$ cat config.mk
export PLATFORM = sky130hd
export DESIGN_NAME = terminal_line_editor
export DESIGN_NICKNAME = d
export VERILOG_FILES = /design/src/design/tle_pkg.sv /design/src/design/tle_front.sv /design/src/design/tle_queue.sv /design/src/design/tle_back.sv /design/src/design/terminal_line_editor.sv
export SDC_FILE = /design/constraint.sdc
export NUM_CORES = 2
export LEC_CHECK = 0
export BUFFER_PORTS_ARGS = -buffer_cell sky130_fd_sc_hd__buf_2
export CAP_MARGIN = 20
export CORE_MARGIN = 1.5
export CORE_UTILIZATION = 55
export CTS_CLUSTER_DIAMETER = 100
export DETAILED_ROUTE_END_ITERATION = 10
export PLACE_DENSITY = 0.71
export SKIP_LAST_GASP = 1
export SYNTH_ARGS = -nofsm -noshare
export SYNTH_HDL_FRONTEND = slang
export SYNTH_SLANG_ARGS = --single-unit
$ cat constraint.sdc
create_clock -name clk_i -period 4.7 [get_ports clk_i]
set_input_delay 0.94 -clock clk_i [delete_from_list [all_inputs] [get_ports clk_i]]
set_output_delay 0.94 -clock clk_i [all_outputs]
set_load 0.02 [all_outputs]
$ cat src/design/tle_pkg.sv
// Shared types, character codes and output sequence tables for the terminal line editor.
package tle_pkg;

  localparam int unsigned LINE_BYTES  = 256;
  localparam int unsigned ADDR_W      = $clog2(LINE_BYTES);
  localparam int unsigned QUEUE_DEPTH = 2;
  localparam int unsigned QUEUE_AW    = $clog2(QUEUE_DEPTH);

  localparam logic CMD_RX   = 1'b0;
  localparam logic CMD_READ = 1'b1;

  localparam logic [7:0] CH_ETX   = 8'h03;
  localparam logic [7:0] CH_BS    = 8'h08;
  localparam logic [7:0] CH_LF    = 8'h0A;
  localparam logic [7:0] CH_CR    = 8'h0D;
  localparam logic [7:0] CH_SPACE = 8'h20;
  localparam logic [7:0] CH_CARET = 8'h5E;
  localparam logic [7:0] CH_UC_C  = 8'h43;
  localparam logic [7:0] CH_TILDE = 8'h7E;
  localparam logic [7:0] CH_DEL   = 8'h7F;
  localparam logic [7:0] CH_P     = 8'h70;
  localparam logic [7:0] CH_M     = 8'h6D;
  localparam logic [7:0] CH_GT    = 8'h3E;

  typedef struct packed {
    logic       cmd;
    logic [7:0] rx_byte;
    logic [7:0] read_index;
  } in_item_t;

  typedef struct packed {
    logic [7:0] term_byte;
    logic       term_valid;
    logic       line_ready;
    logic [7:0] line_length;
    logic [7:0] read_data;
    logic       last;
  } out_item_t;

  typedef enum logic [2:0] {
    JOB_ECHO,
    JOB_ERASE,
    JOB_EOL,
    JOB_CANCEL,
    JOB_READ
  } job_kind_e;

  typedef struct packed {
    job_kind_e  kind;
    logic [7:0] data;
    logic [7:0] len;
    logic       nonempty;
  } job_t;

  // Index of the final beat of each job.
  function automatic logic [2:0] job_last(input job_kind_e kind);
    logic [2:0] r;
    case (kind)
      JOB_ECHO:   r = 3'd0;
      JOB_ERASE:  r = 3'd2;
      JOB_EOL:    r = 3'd5;
      JOB_CANCEL: r = 3'd7;
      JOB_READ:   r = 3'd0;
      default:    r = 3'd0;
    endcase
    return r;
  endfunction

  function automatic logic [7:0] prompt_byte(input logic [1:0] i);
    logic [7:0] r;
    case (i)
      2'd0:    r = CH_P;
      2'd1:    r = CH_M;
      2'd2:    r = CH_GT;
      default: r = CH_SPACE;
    endcase
    return r;
  endfunction

  function automatic logic [7:0] job_byte(input job_kind_e kind, input logic [2:0] step,
                                          input logic [7:0] data);
    logic [7:0] r;
    case (kind)
      JOB_ECHO:  r = data;
      JOB_ERASE: r = (step == 3'd1) ? CH_SPACE : CH_BS;
      JOB_EOL: begin
        case (step)
          3'd0:    r = CH_CR;
          3'd1:    r = CH_LF;
          default: r = prompt_byte(2'(step - 3'd2));
        endcase
      end
      JOB_CANCEL: begin
        case (step)
          3'd0:    r = CH_CARET;
          3'd1:    r = CH_UC_C;
          3'd2:    r = CH_CR;
          3'd3:    r = CH_LF;
          default: r = prompt_byte(step[1:0]);
        endcase
      end
      default: r = 8'h00;
    endcase
    return r;
  endfunction

endpackage

$ cat src/design/tle_front.sv
// Front end: classifies received bytes, keeps the fill position and line store, issues jobs.
module tle_front import tle_pkg::*; (
  input  logic     clk_i,
  input  logic     rst_ni,
  input  logic     in_valid_i,
  output logic     in_ready_o,
  input  in_item_t in_data_i,
  output logic     job_valid_o,
  input  logic     job_ready_i,
  output job_t     job_o
);

  logic [7:0]        line_store [LINE_BYTES];
  logic [7:0]        rdata_q;
  logic [ADDR_W-1:0] pos_q, pos_d;
  logic              s_valid_q, s_valid_d;
  job_t              s_job_q, job_d;
  logic              s_inrange_q;
  logic              s_free, in_fire, has_res, wr_en, rd_en;
  logic [31:0]       idx_ext, pos_ext;
  logic [ADDR_W-1:0] rd_addr;
  logic              in_range;

  assign s_free     = !s_valid_q || job_ready_i;
  assign in_ready_o = s_free;
  assign in_fire    = in_valid_i && s_free;

  assign idx_ext  = 32'(in_data_i.read_index);
  assign pos_ext  = 32'(pos_q);
  assign rd_addr  = idx_ext[ADDR_W-1:0];
  assign in_range = idx_ext < 32'(LINE_BYTES);

  always_comb begin
    job_d          = s_job_q;
    job_d.kind     = JOB_ECHO;
    job_d.data     = in_data_i.rx_byte;
    job_d.len      = 8'h00;
    job_d.nonempty = 1'b0;
    has_res        = 1'b0;
    pos_d          = pos_q;
    wr_en          = 1'b0;
    rd_en          = 1'b0;
    if (in_fire) begin
      if (in_data_i.cmd == CMD_READ) begin
        job_d.kind = JOB_READ;
        has_res    = 1'b1;
        rd_en      = 1'b1;
      end else begin
        case (in_data_i.rx_byte) inside
          CH_CR, CH_LF: begin
            job_d.kind     = JOB_EOL;
            job_d.len      = pos_ext[7:0];
            job_d.nonempty = (pos_q != '0);
            pos_d          = '0;
            has_res        = 1'b1;
          end
          CH_BS, CH_DEL: begin
            if (pos_q != '0) begin
              job_d.kind = JOB_ERASE;
              pos_d      = pos_q - 1'b1;
              has_res    = 1'b1;
            end
          end
          [CH_SPACE:CH_TILDE]: begin
            if (pos_q != ADDR_W'(LINE_BYTES - 1)) begin
              job_d.kind = JOB_ECHO;
              wr_en      = 1'b1;
              pos_d      = pos_q + 1'b1;
              has_res    = 1'b1;
            end
          end
          CH_ETX: begin
            job_d.kind = JOB_CANCEL;
            pos_d      = '0;
            has_res    = 1'b1;
          end
          default: ;
        endcase
      end
    end
  end

  always_comb begin
    s_valid_d = s_valid_q;
    if (s_free) begin
      s_valid_d = in_fire && has_res;
    end
  end

  always_ff @(posedge clk_i or negedge rst_ni) begin
    if (!rst_ni) begin
      s_valid_q <= 1'b0;
      pos_q     <= '0;
    end else begin
      s_valid_q <= s_valid_d;
      pos_q     <= pos_d;
    end
  end

  always_ff @(posedge clk_i) begin
    if (in_fire) begin
      s_job_q     <= job_d;
      s_inrange_q <= in_range;
    end
  end

  always_ff @(posedge clk_i) begin
    if (wr_en) begin
      line_store[pos_q] <= in_data_i.rx_byte;
    end
    if (rd_en) begin
      rdata_q <= line_store[rd_addr];
    end
  end

  always_comb begin
    job_o = s_job_q;
    if (s_job_q.kind == JOB_READ) begin
      job_o.data = s_inrange_q ? rdata_q : 8'h00;
    end
  end

  assign job_valid_o = s_valid_q;

endmodule

$ cat src/design/tle_queue.sv
// Short job queue between the front end and the output sequencer.
module tle_queue import tle_pkg::*; (
  input  logic clk_i,
  input  logic rst_ni,
  input  logic push_valid_i,
  output logic push_ready_o,
  input  job_t push_job_i,
  output logic head_valid_o,
  input  logic pop_i,
  output job_t head_job_o
);

  job_t                entries [QUEUE_DEPTH];
  logic [QUEUE_AW-1:0] wr_ptr_q, rd_ptr_q;
  logic [QUEUE_AW:0]   count_q, count_d;
  logic                push, pop;

  assign push_ready_o = count_q != (QUEUE_AW + 1)'(QUEUE_DEPTH);
  assign head_valid_o = count_q != '0;
  assign push         = push_valid_i && push_ready_o;
  assign pop          = pop_i && head_valid_o;
  assign head_job_o   = entries[rd_ptr_q];

  always_comb begin
    count_d = count_q;
    if (push && !pop) begin
      count_d = count_q + 1'b1;
    end else if (pop && !push) begin
      count_d = count_q - 1'b1;
    end
  end

  always_ff @(posedge clk_i or negedge rst_ni) begin
    if (!rst_ni) begin
      wr_ptr_q <= '0;
      rd_ptr_q <= '0;
      count_q  <= '0;
    end else begin
      count_q <= count_d;
      if (push) begin
        wr_ptr_q <= (32'(wr_ptr_q) == QUEUE_DEPTH - 1) ? '0 : wr_ptr_q + 1'b1;
      end
      if (pop) begin
        rd_ptr_q <= (32'(rd_ptr_q) == QUEUE_DEPTH - 1) ? '0 : rd_ptr_q + 1'b1;
      end
    end
  end

  always_ff @(posedge clk_i) begin
    if (push) begin
      entries[wr_ptr_q] <= push_job_i;
    end
  end

endmodule

$ cat src/design/tle_back.sv
// Output sequencer: expands each job into its result beats through an output register.
module tle_back import tle_pkg::*; (
  input  logic      clk_i,
  input  logic      rst_ni,
  input  logic      head_valid_i,
  input  job_t      head_job_i,
  output logic      pop_o,
  output logic      out_valid_o,
  input  logic      out_ready_i,
  output out_item_t out_data_o
);

  logic       out_valid_q;
  out_item_t  out_q, out_d;
  logic [2:0] step_q;
  logic       load, is_last, is_read, is_lf;

  assign load    = head_valid_i && (!out_valid_q || out_ready_i);
  assign is_last = step_q == job_last(head_job_i.kind);
  assign is_read = head_job_i.kind == JOB_READ;
  assign is_lf   = (head_job_i.kind == JOB_EOL) && (step_q == 3'd1) && head_job_i.nonempty;
  assign pop_o   = load && is_last;

  always_comb begin
    out_d.term_byte   = job_byte(head_job_i.kind, step_q, head_job_i.data);
    out_d.term_valid  = !is_read;
    out_d.line_ready  = is_lf;
    out_d.line_length = is_lf ? head_job_i.len : 8'h00;
    out_d.read_data   = is_read ? head_job_i.data : 8'h00;
    out_d.last        = is_last;
  end

  always_ff @(posedge clk_i or negedge rst_ni) begin
    if (!rst_ni) begin
      out_valid_q <= 1'b0;
      step_q      <= '0;
    end else begin
      if (load) begin
        out_valid_q <= 1'b1;
        step_q      <= is_last ? 3'd0 : step_q + 3'd1;
      end else if (out_ready_i) begin
        out_valid_q <= 1'b0;
      end
    end
  end

  always_ff @(posedge clk_i) begin
    if (load) begin
      out_q <= out_d;
    end
  end

  assign out_valid_o = out_valid_q;
  assign out_data_o  = out_q;

endmodule

$ cat src/design/terminal_line_editor.sv
// Top level of the terminal line editor: front end, job queue and output sequencer.
// Received bytes enter at up to one per cycle while the front-end stage is free or the
// two-entry job queue has room; an ignored or dropped item leaves no trace at the output.
// Each accepted item that produces output becomes one job, and the output sequencer sends
// one beat per cycle while the receiver is ready: 1 beat for an echo or a read, 3 for an
// erase, 6 for end of line, 8 for Ctrl-C. The first beat passes through the front-end
// stage register, job queue and output register; reads see all bytes earlier items wrote.
module terminal_line_editor import tle_pkg::*; (
  input  logic      clk_i,
  input  logic      rst_ni,
  input  logic      in_valid_i,
  output logic      in_ready_o,
  input  in_item_t  in_data_i,
  output logic      out_valid_o,
  input  logic      out_ready_i,
  output out_item_t out_data_o
);

  logic job_valid, job_ready, head_valid, pop;
  job_t job, head_job;

  tle_front u_front (
    .clk_i       (clk_i),
    .rst_ni      (rst_ni),
    .in_valid_i  (in_valid_i),
    .in_ready_o  (in_ready_o),
    .in_data_i   (in_data_i),
    .job_valid_o (job_valid),
    .job_ready_i (job_ready),
    .job_o       (job)
  );

  tle_queue u_queue (
    .clk_i        (clk_i),
    .rst_ni       (rst_ni),
    .push_valid_i (job_valid),
    .push_ready_o (job_ready),
    .push_job_i   (job),
    .head_valid_o (head_valid),
    .pop_i        (pop),
    .head_job_o   (head_job)
  );

  tle_back u_back (
    .clk_i        (clk_i),
    .rst_ni       (rst_ni),
    .head_valid_i (head_valid),
    .head_job_i   (head_job),
    .pop_o        (pop),
    .out_valid_o  (out_valid_o),
    .out_ready_i  (out_ready_i),
    .out_data_o   (out_data_o)
  );

endmodule

# Word level (Yosys, flattened, before mapping)
# Memories as Yosys holds them, arrays and structs flattened. A register that Yosys moved wholly into a read port is not among the register bits.
# Index checks and enable logic that the tools add are counted.
# classes
n_mux	46
n_eq_ne	22
n_reduce_logical	32
n_shift	0
mul	0
add_sub_neg	8
div	0
order_cmp	3
bitwise_logic	2
# ops
op	n
$mux W8	8
$pmux W8 S4	2
$pmux W7 S3	2
$eq A8 B4 Y1 const B	3
$mux W1	24
$pmux W8 S2	1
$eq A3 B2 Y1 const B	4
$logic_and A1 B1 Y1	11
$mux W2	5
$lt A8 B9 Y1 const B	1
$pmux W3 S3	1
$add A8 B1 Y8 const B	1
$eq A8 B2 Y1 const B	1
$eq A8 B7 Y1 const B	1
$ge A8 B6 Y1 const B	1
$le A8 B7 Y1 const B	1
$ne A8 B8 Y1 const B	1
$reduce_bool A8 Y1	1
$sub A8 B1 Y8 const B	1
$eq A3 B1 Y1 const B	2
$eq A3 B3 Y1 const B	2
$logic_not A3 Y1	2
$mux W3	2
$mux W6	1
other kinds (20)	34
# totals
wordCells	134
in_bits	21
output_inout_bits	29
ramBits	2088
latch_bits	0
romBits	0
mem_count	2
ff_bits	65
# mem_list
name	depth	width	rd	rd_ports_with_merged_regs	wr	line_no	text
u_front.line_store	256	8	1	1	1	tle_front.sv:13	logic [7:0] line_store [LINE_BYTES];
u_queue.entries	2	20	1	0	1	tle_queue.sv:13	job_t entries [QUEUE_DEPTH];

# Longest topological paths before layout
# logic_depth
ltp_word	9
depth_mapped	12
ltp_nobuf	9

# Hierarchy
# Synthesis repeated with hierarchy kept, for this count alone.
# hier_totals
cells_unflattened	4069
hier_area_um2	85096.6
# modules_own_cells
mod	cells_each	area_each_um2	n_inst
tle_front	3847	81831.0	1
tle_queue	80	1665.3	1
tle_back	142	1600.3	1

# Least setup slack after synthesis
# No wires, ideal clock.
# synth_path
path_type	input to register
startpoint	in in_data_i[13] (netlist name)
endpoint	mem u_front.line_store[102][0], enable pin
cell_stages	8
slack_ps	1410
path_buffers	2
t_arrival_ps	2920
path_cell_list	and4_1 > a311o_1 > or2_1 > buf_2 > nor3b_2 > nand2_1 > clkbuf_1 > nor2_1
# synth_between
elab_chain_cells	9
elab_cells_between_ends	16
classes_between	2 x order compare; 4 x eq/ne; 7 x mux; 3 x reduce/logical
# synth_rtl
item	line_no	text
from (decl)	terminal_line_editor.sv:13	input in_item_t in_data_i,
$ge A8 B6 Y1 (no source line) or $le A8 B7 Y1 (tied branches)	--	
$logic_and A1 B1 Y1 (no source line)	--	
$mux W1 (2 in series)	tle_front.sv:49	case (in_data_i.rx_byte) inside
$mux W1 *	tle_front.sv:49	
$mux W1 *	tle_front.sv:44	if (in_data_i.cmd == CMD_READ) begin
$mux W1 *	tle_front.sv:43	if (in_fire) begin
$mux W1 *	tle_front.sv:108	if (wr_en) begin
$mux W1 (implied by the code) *	tle_front.sv:109	line_store[pos_q] <= in_data_i.rx_byte;
to (decl)	tle_front.sv:13	
# Every way passes the cells marked *; elsewhere a longest branch is shown, timed or not.

# Worst setup path after layout
# layout_path
startpoint	reg u_queue.count_q[0]
endpoint	mem u_front.line_store[214][3], enable pin
# layout_between
elab_chain_cells	6
# layout_rtl
item	line_no	text
from (decl)	tle_queue.sv:15	logic [QUEUE_AW:0] count_q, count_d;
from (signal assigned)	tle_queue.sv:39	count_q <= count_d;
$ne A2 B2 Y1	tle_queue.sv:18	assign push_ready_o = count_q != (QUEUE_AW + 1)'(QUEUE_DEPTH);
$logic_or A1 B1 Y1	tle_front.sv:24	assign s_free = !s_valid_q || job_ready_i;
$logic_and A1 B1 Y1	tle_front.sv:26	assign in_fire = in_valid_i && s_free;
$mux W1	tle_front.sv:43	
$mux W1	tle_front.sv:108	
$mux W1 (implied by the code)	tle_front.sv:109	
# No other way between the ends.

==> metrics.txt <==
Post-Place Worst Slack=0.192 ns; detailed-router iteration count before antenna repair=7; synthesized area per cell=20.5 um2; number of buffers inserted by hold repair at cts=0; number of buffers inserted during clock tree synthesis=208; die area=156000 um2; critical path capture point type=flop; standard cell core area=152000 um2; total gr overflow=0; maximum ir drop on the vdd rail=0.369 mV; top-area cell type share of the netlist area=0.762; Hold WC Path Type=input port to asynchronous set/reset pin; ranking of synthesized cells by area=sky130_fd_sc_hd__edfxtp_1 (76%), sky130_fd_sc_hd__mux4_2 (11%), sky130_fd_sc_hd__mux2i_1 (1.9%), sky130_fd_sc_hd__nor2_1 (1.5%), sky130_fd_sc_hd__a22oi_1 (1.3%); pwr dens=438 nW/um2; crit share post-route=0.804; Final Skew=0.0403 ns; Post-Syn Instances=4122; layer carrying the most global-route usage=met2; number of H-tree levels=4; Resized Gates After CTS=0; transition at the pin with the smallest max-transition slack=1.19 ns; GRT Resource Usage Total=0.269; initial detailed-routing violation count=5560; largest net degree at the start of global routing=196; Area after DPL=88100 um2; number of warnings issued by yosys=0; antenna violations before repair=6; number of pins with negative max-slew slack in the final report=0; max_slew headroom=0.200; number of nets in the final layout=4428; Crit path required time=5.14 ns; DP Wirelength=133000 um; mapped cell area=84500 um2; Post-Route Setup TNS=0 ns; commonest cells after routing, fill and taps aside=sky130_fd_sc_hd__edfxtp_1 (2143), sky130_fd_sc_hd__mux4_2 (408), sky130_fd_sc_hd__nor2_1 (339); most area-hungry cell type in the Yosys netlist=sky130_fd_sc_hd__edfxtp_1; Yosys reg bits=2160; placed cells=6211; CTS Root Buffer Type=sky130_fd_sc_hd__clkbuf_16; post-route ant nets=0; EDFF count, synth=2143; routed wirelength normalized by instance count=31.8 um; row count=143; Startpoint Class=flop; via count normalized by instance count=6.56; final-layout fill cell count=10200; gp weighted congestion=0.915; share of cells above drive strength 1=0.231; RSZ-0062 raised after global routing=no; Non-Filler Instances=6600; global-route track usage on met3=0.0685; Ports=50; post-CTS setup buffers=0; top_reg_cell synth=sky130_fd_sc_hd__edfxtp_1; most frequent standard cell in the layout excluding fill and tap cells=sky130_fd_sc_hd__edfxtp_1; area growth from synthesis to layout=12.3%; CTS tree=built; number of sinks handled by clock tree synthesis=2160; global-route wire length before repair=300000 um; total setup violations reported at the end of the flow=0; Critical Path AT=4.22 ns; # port buffers=49; Residual DRC=0; Layout Cell Area excl Fill=94800 um2; Max Cap Violations=0; total number of vias=43300; run status=complete, no violations; Initial Util=0.555; worst setup slack after layout=0.923 ns; clock-pin slew reported for the worst setup and hold paths after clock tree synthesis=0.06 ns; Fin. Hold Viols=0; chip height=395 um; Distinct cells, synth=79; Longest Clk Path Bufs=3; aggregate routed wire length=210000 um; via count of the first global-routing pass=42600; maximum fanout encountered on the critical timing path=16; global routing met1 resource utilization=0.372; shortest period the worst path allows=3.78 ns; chip width=395 um; clock insertion delay at the later pin of the skew report=0.84 ns; met2 Track Usage GR=0.422; leak pwr=30.1 nW; critical path type=flop to flop; FFs w/ async S/R, synth=0.00787; final total power=41.6 mW; Seq/Total Area, Yosys=0.767; highest clock frequency the design can meet=0.265 GHz
worst max-delay path, cell delays in order, from the launching register on:
cell and delay, ns:
sky130_fd_sc_hd__dfrtp_1 0.44, sky130_fd_sc_hd__nand3b_1 0.14, sky130_fd_sc_hd__buf_4 0.18, sky130_fd_sc_hd__nand3b_1 0.30
sky130_fd_sc_hd__or2_1 0.47, sky130_fd_sc_hd__nor2_1 0.39, sky130_fd_sc_hd__nand2_1 0.60, sky130_fd_sc_hd__nor2_1 0.87
path summary, 6_finish.rpt:
check	end	slack [ns]	depth (start not counted)	startpoint
max	u_front.line_store[214][3]$_DFFE_PP_	0.92	7	u_queue.count_q[0]$_DFFE_PN0P_
min	u_back.out_valid_o$_DFFE_PN0P_	0.1	1	rst_ni
max reg2reg	u_front.line_store[214][3]$_DFFE_PP_	0.92	7	u_queue.count_q[0]$_DFFE_PN0P_
min reg2reg	u_queue.entries[1][5]$_DFFE_PP_	0.47	0	u_front.job_o[5]$_SDFFCE_PP0P_
max in group asynchronous	u_front.pos_q[3]$_DFFE_PN0P_	4.24	1	rst_ni
min in group clk_i	u_front.line_store[12][7]$_DFFE_PP_	0.34	1	in_data_i[15]
routing by layer:
metal / part of all wire / up-vias
met4: 0.036 / 14
li1: - / 17700
met3: 0.11 / 408
met1: 0.38 / 22500
met2: 0.48 / 2655
met5: 0.00041 / -
registers in the layout, summed over array words and instances, names as in the netlist:
| register | count |
|---|---|
| u_queue.entries | 40 |
| u_queue.wr_ptr_q | 1 |
| u_front.job_valid_o | 1 |
| u_back.step_q | 3 |
| u_front.pos_q | 8 |
| u_front.job_o | 12 |
| u_queue.count_q | 2 |
| u_back.out_valid_o | 1 |
| u_queue.rd_ptr_q | 1 |
| u_back.out_data_o | 27 |
| u_front.s_job_q | 8 |
| u_front.rdata_q | 8 |
| u_front.line_store | 2048 |
logic make-up (layout without fill, tap and decap cells):
| logic type | Yosys count | after routing | share of synthesized area |
|---|---|---|---|
| flops | 2160 | 2160 | 0.767 |
| mux | 618 | 618 | 0.140 |
| simple gates | 561 | 561 | 0.0297 |
| compound gates | 503 | 503 | 0.0423 |
| buf+inv | 260 | 700 | 0.0189 |
| fa+ha+maj | 14 | 14 | 0.00207 |
| xor+xnor | 5 | 5 | 0.000519 |
| other cells | 1 | 9 | 0.0000444 |
stage by stage:
step	hold WS (ns)	utilization
6_report	0.0985	0.623
5_1_grt	0.0925	0.623
4_1_cts	0.0632	0.623
3_5_place_dp	0.455	0.579
3_3_place_gp	0.444	0.578
2_1_floorplan	0.421	-
synthesized netlist by cell type (13+ instances only):
library cell and number:
sky130_fd_sc_hd__a21oi_1 104, sky130_fd_sc_hd__a221oi_1 31, sky130_fd_sc_hd__a22o_1 27, sky130_fd_sc_hd__a22oi_1 144
sky130_fd_sc_hd__buf_2 53, sky130_fd_sc_hd__buf_4 34, sky130_fd_sc_hd__buf_6 34, sky130_fd_sc_hd__clkbuf_1 103
sky130_fd_sc_hd__dfrtp_1 17, sky130_fd_sc_hd__edfxtp_1 2143, sky130_fd_sc_hd__ha_1 14, sky130_fd_sc_hd__mux2_2 19
sky130_fd_sc_hd__mux2i_1 162, sky130_fd_sc_hd__mux4_1 29, sky130_fd_sc_hd__mux4_2 408, sky130_fd_sc_hd__nand2_1 67
sky130_fd_sc_hd__nand2b_1 13, sky130_fd_sc_hd__nand3_1 29, sky130_fd_sc_hd__nor2_1 341, sky130_fd_sc_hd__nor2b_1 14
sky130_fd_sc_hd__nor3_1 20, sky130_fd_sc_hd__o21ai_0 47, sky130_fd_sc_hd__o221ai_1 34, sky130_fd_sc_hd__o22ai_1 26
power by group:
part           switching, mW  internal, mW
sequential             0.200          21.5
combinational           2.30          1.06
clock                   7.06          9.39
total                   9.56          32.0
cell type report:
class                      instances  area (um2)  area share
tap                             2030        2540      0.0268
sequential                      2160       64800       0.683
clock inverter                   127        1280      0.0135
multi-input combinational       1709       18200       0.192
timing repair buffer             302        2580      0.0272
inverter                          12        45.0    0.000475
clock buffer                     259        5420      0.0571
antenna                            1        2.50   0.0000264
Power figures use the tool's default switching activity.
